`config.mk`:
```
export PLATFORM = sky130hd
export DESIGN_NAME = sdrb_cordic
export DESIGN_NICKNAME = d
export VERILOG_FILES = /design/src/rtl/core/saturating_direction_range_binner_assert.svh /design/src/rtl/core/sdrb_pkg.sv /design/src/rtl/core/sdrb_cordic.sv
export SDC_FILE = /design/constraint.sdc
export NUM_CORES = 1
export LEC_CHECK = 0
export ABC_AREA = 1
export BUFFER_PORTS_ARGS = -buffer_cell sky130_fd_sc_hd__buf_2
export CAP_MARGIN = 20
export CORE_AREA = 2 2 193 195
export CTS_CLUSTER_DIAMETER = 50
export DETAILED_ROUTE_END_ITERATION = 7
export DIE_AREA = 0 0 195 197
export GPL_ROUTABILITY_DRIVEN = 0
export MAX_ROUTING_LAYER = met4
export PLACE_DENSITY_LB_ADDON = 0.08
export RECOVER_POWER = 50
export SYNTH_ARGS = -nofsm -noshare
export SYNTH_HDL_FRONTEND = slang
export SYNTH_SLANG_ARGS = --single-unit
```
`constraint.sdc`:
```
create_clock -name clk -period 11.8 [get_ports clk]
set_input_delay 3.54 -clock clk [delete_from_list [all_inputs] [get_ports clk]]
set_output_delay 3.54 -clock clk [all_outputs]
set_load 0.005 [all_outputs]
```
`src/rtl/core/saturating_direction_range_binner_assert.svh`:
```
// Assertion macros shared by the binner RTL.
`ifndef SATURATING_DIRECTION_RANGE_BINNER_ASSERT_SVH
`define SATURATING_DIRECTION_RANGE_BINNER_ASSERT_SVH

`define SDRB_ASSERT_IMPL(name, pre, post) \
  name: assert property (@(posedge clk) disable iff (!rst_n) (pre) |-> (post)) \
    else $error("implication check failed");

`define SDRB_ASSERT_NEXT(name, pre, post) \
  name: assert property (@(posedge clk) disable iff (!rst_n) (pre) |=> (post)) \
    else $error("next-cycle check failed");

`endif

```
`src/rtl/core/sdrb_pkg.sv`:
```
`default_nettype none
package sdrb_pkg;

  localparam int DEF_MAX_XY_DIRS     = 8;
  localparam int DEF_MAX_AZ_DIVS     = 16;
  localparam int DEF_NUM_RANGE_DIVS  = 3;
  localparam int DEF_COUNT_WIDTH     = 8;
  localparam int DEF_ANGLE_FRAC_BITS = 16;

  localparam int CORDIC_STEPS = 16;
  localparam int STEP_W       = $clog2(CORDIC_STEPS);
  localparam int CORDIC_XW    = 23;
  localparam int ACC_W        = 34;

  localparam logic [1:0] CMD_INSERT = 2'd0;
  localparam logic [1:0] CMD_QUERY  = 2'd1;
  localparam logic [1:0] CMD_REMOVE = 2'd2;
  localparam logic [1:0] CMD_CLEAR  = 2'd3;

  localparam int REG_Z_CUTOFF  = 0;
  localparam int REG_XY_DIRS   = 1;
  localparam int REG_AZ_DIVS   = 2;
  localparam int REG_Z_LIMIT   = 3;
  localparam int REG_XY_LIMIT  = 4;
  localparam int REG_RANGE_DIV = 5;

  localparam logic signed [15:0] RST_Z_CUTOFF = 16'sd14189;
  localparam logic [3:0]  RST_XY_DIRS  = 4'd4;
  localparam logic [4:0]  RST_AZ_DIVS  = 5'd8;
  localparam logic [7:0]  RST_LIMIT    = 8'd10;
  localparam logic [19:0] THR_UNUSED   = 20'hFFFFF;

  function automatic logic [31:0] atan_turn(input logic [STEP_W-1:0] i);
    logic [31:0] v;
    case (i)
      4'd0:    v = 32'h20000000;
      4'd1:    v = 32'h12E4051E;
      4'd2:    v = 32'h09FB385B;
      4'd3:    v = 32'h051111D4;
      4'd4:    v = 32'h028B0D43;
      4'd5:    v = 32'h0145D7E1;
      4'd6:    v = 32'h00A2F61E;
      4'd7:    v = 32'h00517C55;
      4'd8:    v = 32'h0028BE53;
      4'd9:    v = 32'h00145F2F;
      4'd10:   v = 32'h000A2F98;
      4'd11:   v = 32'h000517CC;
      4'd12:   v = 32'h00028BE6;
      4'd13:   v = 32'h000145F3;
      4'd14:   v = 32'h0000A2FA;
      4'd15:   v = 32'h0000517D;
      default: v = 32'h0;
    endcase
    return v;
  endfunction

endpackage
`default_nettype wire

```
`src/rtl/core/sdrb_cordic.sv`:
```
`default_nettype none
module sdrb_cordic
  import sdrb_pkg::*;
#(
  parameter int ANGLE_FRAC_BITS = DEF_ANGLE_FRAC_BITS
) (
  input  wire logic                        clk,
  input  wire logic                        rst_n,
  input  wire logic                        start,
  input  wire logic signed [CORDIC_XW-1:0] x_in,
  input  wire logic signed [CORDIC_XW-1:0] y_in,
  output logic                             done,
  output logic [ANGLE_FRAC_BITS-1:0]       frac
);

  localparam logic signed [ACC_W-1:0] HALF = ACC_W'(64'sd2147483648);
  localparam logic signed [ACC_W-1:0] FULL = ACC_W'(64'sd4294967295);

  logic                        run_r, done_r;
  logic [STEP_W-1:0]           step_r;
  logic signed [CORDIC_XW-1:0] x_r, y_r, dx, dy;
  logic signed [ACC_W-1:0]     acc_r, ang, turn;
  logic [31:0]                 sat;

  assign dx  = y_r >>> step_r;
  assign dy  = x_r >>> step_r;
  assign ang = $signed({2'b00, atan_turn(step_r)});

  always_ff @(posedge clk) begin
    if (!rst_n) begin
      run_r  <= 1'b0;
      done_r <= 1'b0;
    end else begin
      done_r <= start ? (x_in == '0 && y_in == '0)
                      : (run_r && step_r == STEP_W'(CORDIC_STEPS - 1));
      if (start) begin
        step_r <= '0;
        if (x_in == '0 && y_in == '0) begin
          acc_r <= '0;
        end else begin
          run_r <= 1'b1;
          if (x_in < 0) begin
            acc_r <= (y_in >= 0) ? HALF : -HALF;
            x_r   <= -x_in;
            y_r   <= -y_in;
          end else begin
            acc_r <= '0;
            x_r   <= x_in;
            y_r   <= y_in;
          end
        end
      end else if (run_r) begin
        if (y_r > 0) begin
          x_r   <= x_r + dx;
          y_r   <= y_r - dy;
          acc_r <= acc_r + ang;
        end else begin
          x_r   <= x_r - dx;
          y_r   <= y_r + dy;
          acc_r <= acc_r - ang;
        end
        step_r <= step_r + 1'b1;
        if (step_r == STEP_W'(CORDIC_STEPS - 1)) begin
          run_r <= 1'b0;
        end
      end
    end
  end

  always_comb begin
    turn = acc_r + HALF;
    if (turn < 0) begin
      sat = '0;
    end else if (turn > FULL) begin
      sat = '1;
    end else begin
      sat = turn[31:0];
    end
  end

  assign done = done_r;
  assign frac = sat[31 -: ANGLE_FRAC_BITS];

endmodule
`default_nettype wire

```
==> impl_metrics.yaml <==
routing:
  drtIter0Drc: 1197
  num_vias: 14100
  wl_mm: 43.3
  post_drt_wl_per_cell_um: 16.4
  drt_pass1_iterations: 5
  vias_per_cell: 5.34
  detail-route-antenna-nets: 0
  drc: 0
final_layout:
  layout-drive-gt1-share_pct: 6.18
  fillers: 4006
  layout.cells.non_filler: 2638
  fin_nets: 2305
  n_antenna_cell: 0
  syn2layout_area_growth_pct: 9.71
  finalInstanceArea_um2: 14600
floorplanning:
  placementRows: 70
  die_h_um: 197
  initial_core_util_pct: 36.7
  die_x_um: 195
  coreArea_um2: 36300
  die-area_um2: 38400
  top_level_ports: 66
placement:
  port-buffer-count: 65
  place_inst: 2606
  post-dp-hpwl_mm: 33.5
  placed_area_um2: 14000
logic_synthesis:
  yosysUniqueCellTypes: 50
  yosysTopAreaCell: "edfxtp_1"
  ys.flop_type: "edfxtp_1"
  synth.cell_area_um2: 13300
  ys_seq_area_share_pct: 23.7
  ys_ff_latch: 116
  synthTopCellsByArea: "edfxtp_1 19%, nand2_1 15%, nand3_1 10%"
  synth_fp_nets: 2278
  synth_edf_count: 84
  synthArstFlopShare_pct: 0
  syn_inst: 2130
  synth-warning-count: 0
  netlist_top_cells_count: "539 x nand2_1, 267 x nand3_1, 263 x nor2_1"
  netlist.area_leader.share_pct: 18.9
  avgSynthCellArea_um2: 6.25
  yosysMostFrequentCell: "nand2_1"
setup_path:
  start_kind: "input pin"
  path_cells: "clkbuf_1, clkinv_1, buf_4, a21oi_1, clkbuf_1, o21ai_0, inv_1, ha_1, inv_1, nor2_1, o21ai_0, inv_1, a21oi_1, nand2_1"
  cp.arrival_ps: 8790
  crit_slowest_cell: "clkbuf_1"
  crit_fanout: 78
  critPathKind: "input pin to flop"
  cp_num_buf_inv: 7
  cp_common_cell: "inv_1"
  cp_top_family: "compound AO/OA/AOI/OAI gates"
  worstSetupEndpointType: "flop"
  critPathMaxStageDelay_ps: 1360
  cp.required_ps: 12130
clocking:
  post_cts_buffers: 0
  ctsHoldBuffers: 0
  clockBufferDepth: 2
  cts_inserted_buffers: 17
  h-tree-depth: 4
  clk_pin_slew_ps: 60
  root_buffer: "clkbuf_16"
  clock_latency_ps: 440
  cts_tree: "yes"
  cts_resized: 0
  cts.sink_count: 116
global_routing:
  grt_pass1_wl_mm: 70.3
  grt_overflow: 0
  track_usage_pct: 23.6
  antenna_found_initial: 0
  grt_max_degree: 79
  grt_pass1_vias: 13600
timing:
  rsz0062_at_grt: "false"
  tns_ps: 0
  period_share_pct: 71.7
  final-hold-violation-count: 0
  skew_ps: 12.1
  period_needed_ps: 8460
  hold_ws_ps: 637
  slew_viol_final: 144
  fmax_mhz: 118
  max-slew-margin-rel_pct: -120
  tightest_slew_ps: 3300
  finalSetupViolations: 0
power_and_ir_drop:
  powerDensity_nw_per_um2: 171
  worst_ir_drop_vdd_mv: 0.115
  p_leak_nw: 6.76
run_status:
  violations: "capacitance limit, slew limit"
  status: "complete, but fails checks"
run:
  maxCapViolations: 4
hold_path:
  hold_path_class: "flop to flop"
## per-layer routing
layer	wire [um]	vias up	global-route usage, %
met4	1050	0	7.46
li1	-	7324	-
met1	20100	6397	29.9
met3	1350	52	2.17
met5	0	-	-
met2	20800	309	40.0
## worst paths after layout
check                startpoint                       to  slack, ps  cells after the start
max                       start           ang[1]$_DFF_P_       3340                     14
min          run_r$_SDFFE_PN0P_       run_r$_SDFFE_PN0P_        640                      3
max reg2reg   y_r[16]$_DFFE_PP_  acc_r[22]$_SDFFCE_PP0P_       5970                     22
min reg2reg  run_r$_SDFFE_PN0P_       run_r$_SDFFE_PN0P_        640                      3
## cell families (layout without fill, tap and decap cells)
group,count (synthesis),count (layout),share of synthesized area [%]
compound gates,446,446,18.3
xor+xnor,75,75,4.93
fa+ha+maj,99,99,9.47
buf+inv,246,286,7.34
flops,116,116,23.7
simple gates,1148,1148,36.2
## worst min-delay path: cells and delay by family, from the launching register on
family | cells | cell delay [ps]
buf+inv | 1 | 100
flops | 1 | 300
simple gates | 2 | 210
## state kept, by name, summed over array words and instances (netlist names)
signal / flops
x_r: 23
acc_r: 34
y_r: 23
run_r: 1
ang: 30
step_r: 4
done: 1
## area by class of cell
cell class                      count  area, um2  share of cell area (%)
Tap cell                          468        586                    4.01
Multi-Input combinational cell   1768       9200                    62.9
Inverter                          175        657                    4.49
Clock inverter                     15        168                    1.15
Sequential cell                   116       3160                    21.6
Clock buffer                       17        425                    2.91
Timing Repair Buffer               79        418                    2.86
## where the power goes
group / internal [mW] / switching, mW / total (mW)
sequential: 0.536 / 0.0641 / 0.600
clock: 0.317 / 0.227 / 0.544
combinational: 0.475 / 0.877 / 1.35
## stage by stage
stage               setup slack (ps)  utilization [%]  power (mW)
detailed placement              4580             38.7        1.95
floorplan                       3940                -        1.60
CTS                             5030             40.4        2.51
global placement                4620             38.7        1.95
global route                    2660             40.3        2.74
finish                          3340             40.3        2.50
## cells in the final DEF, fill, tap and decap left out, drive strengths merged, types with 12 or more instances in the layout
cell / instances
xor2: 43
buf: 75
o21ai: 190
nor2: 269
xnor2: 32
ha: 96
nand2: 539
inv: 182
clkbuf: 21
a21oi: 176
dfxtp: 32
edfxtp: 84
a31oi: 12
a21o: 14
nand3: 267
nor3: 29
nand4: 18
o21a: 15
No activity file was read; power rests on OpenSTA's default activity.
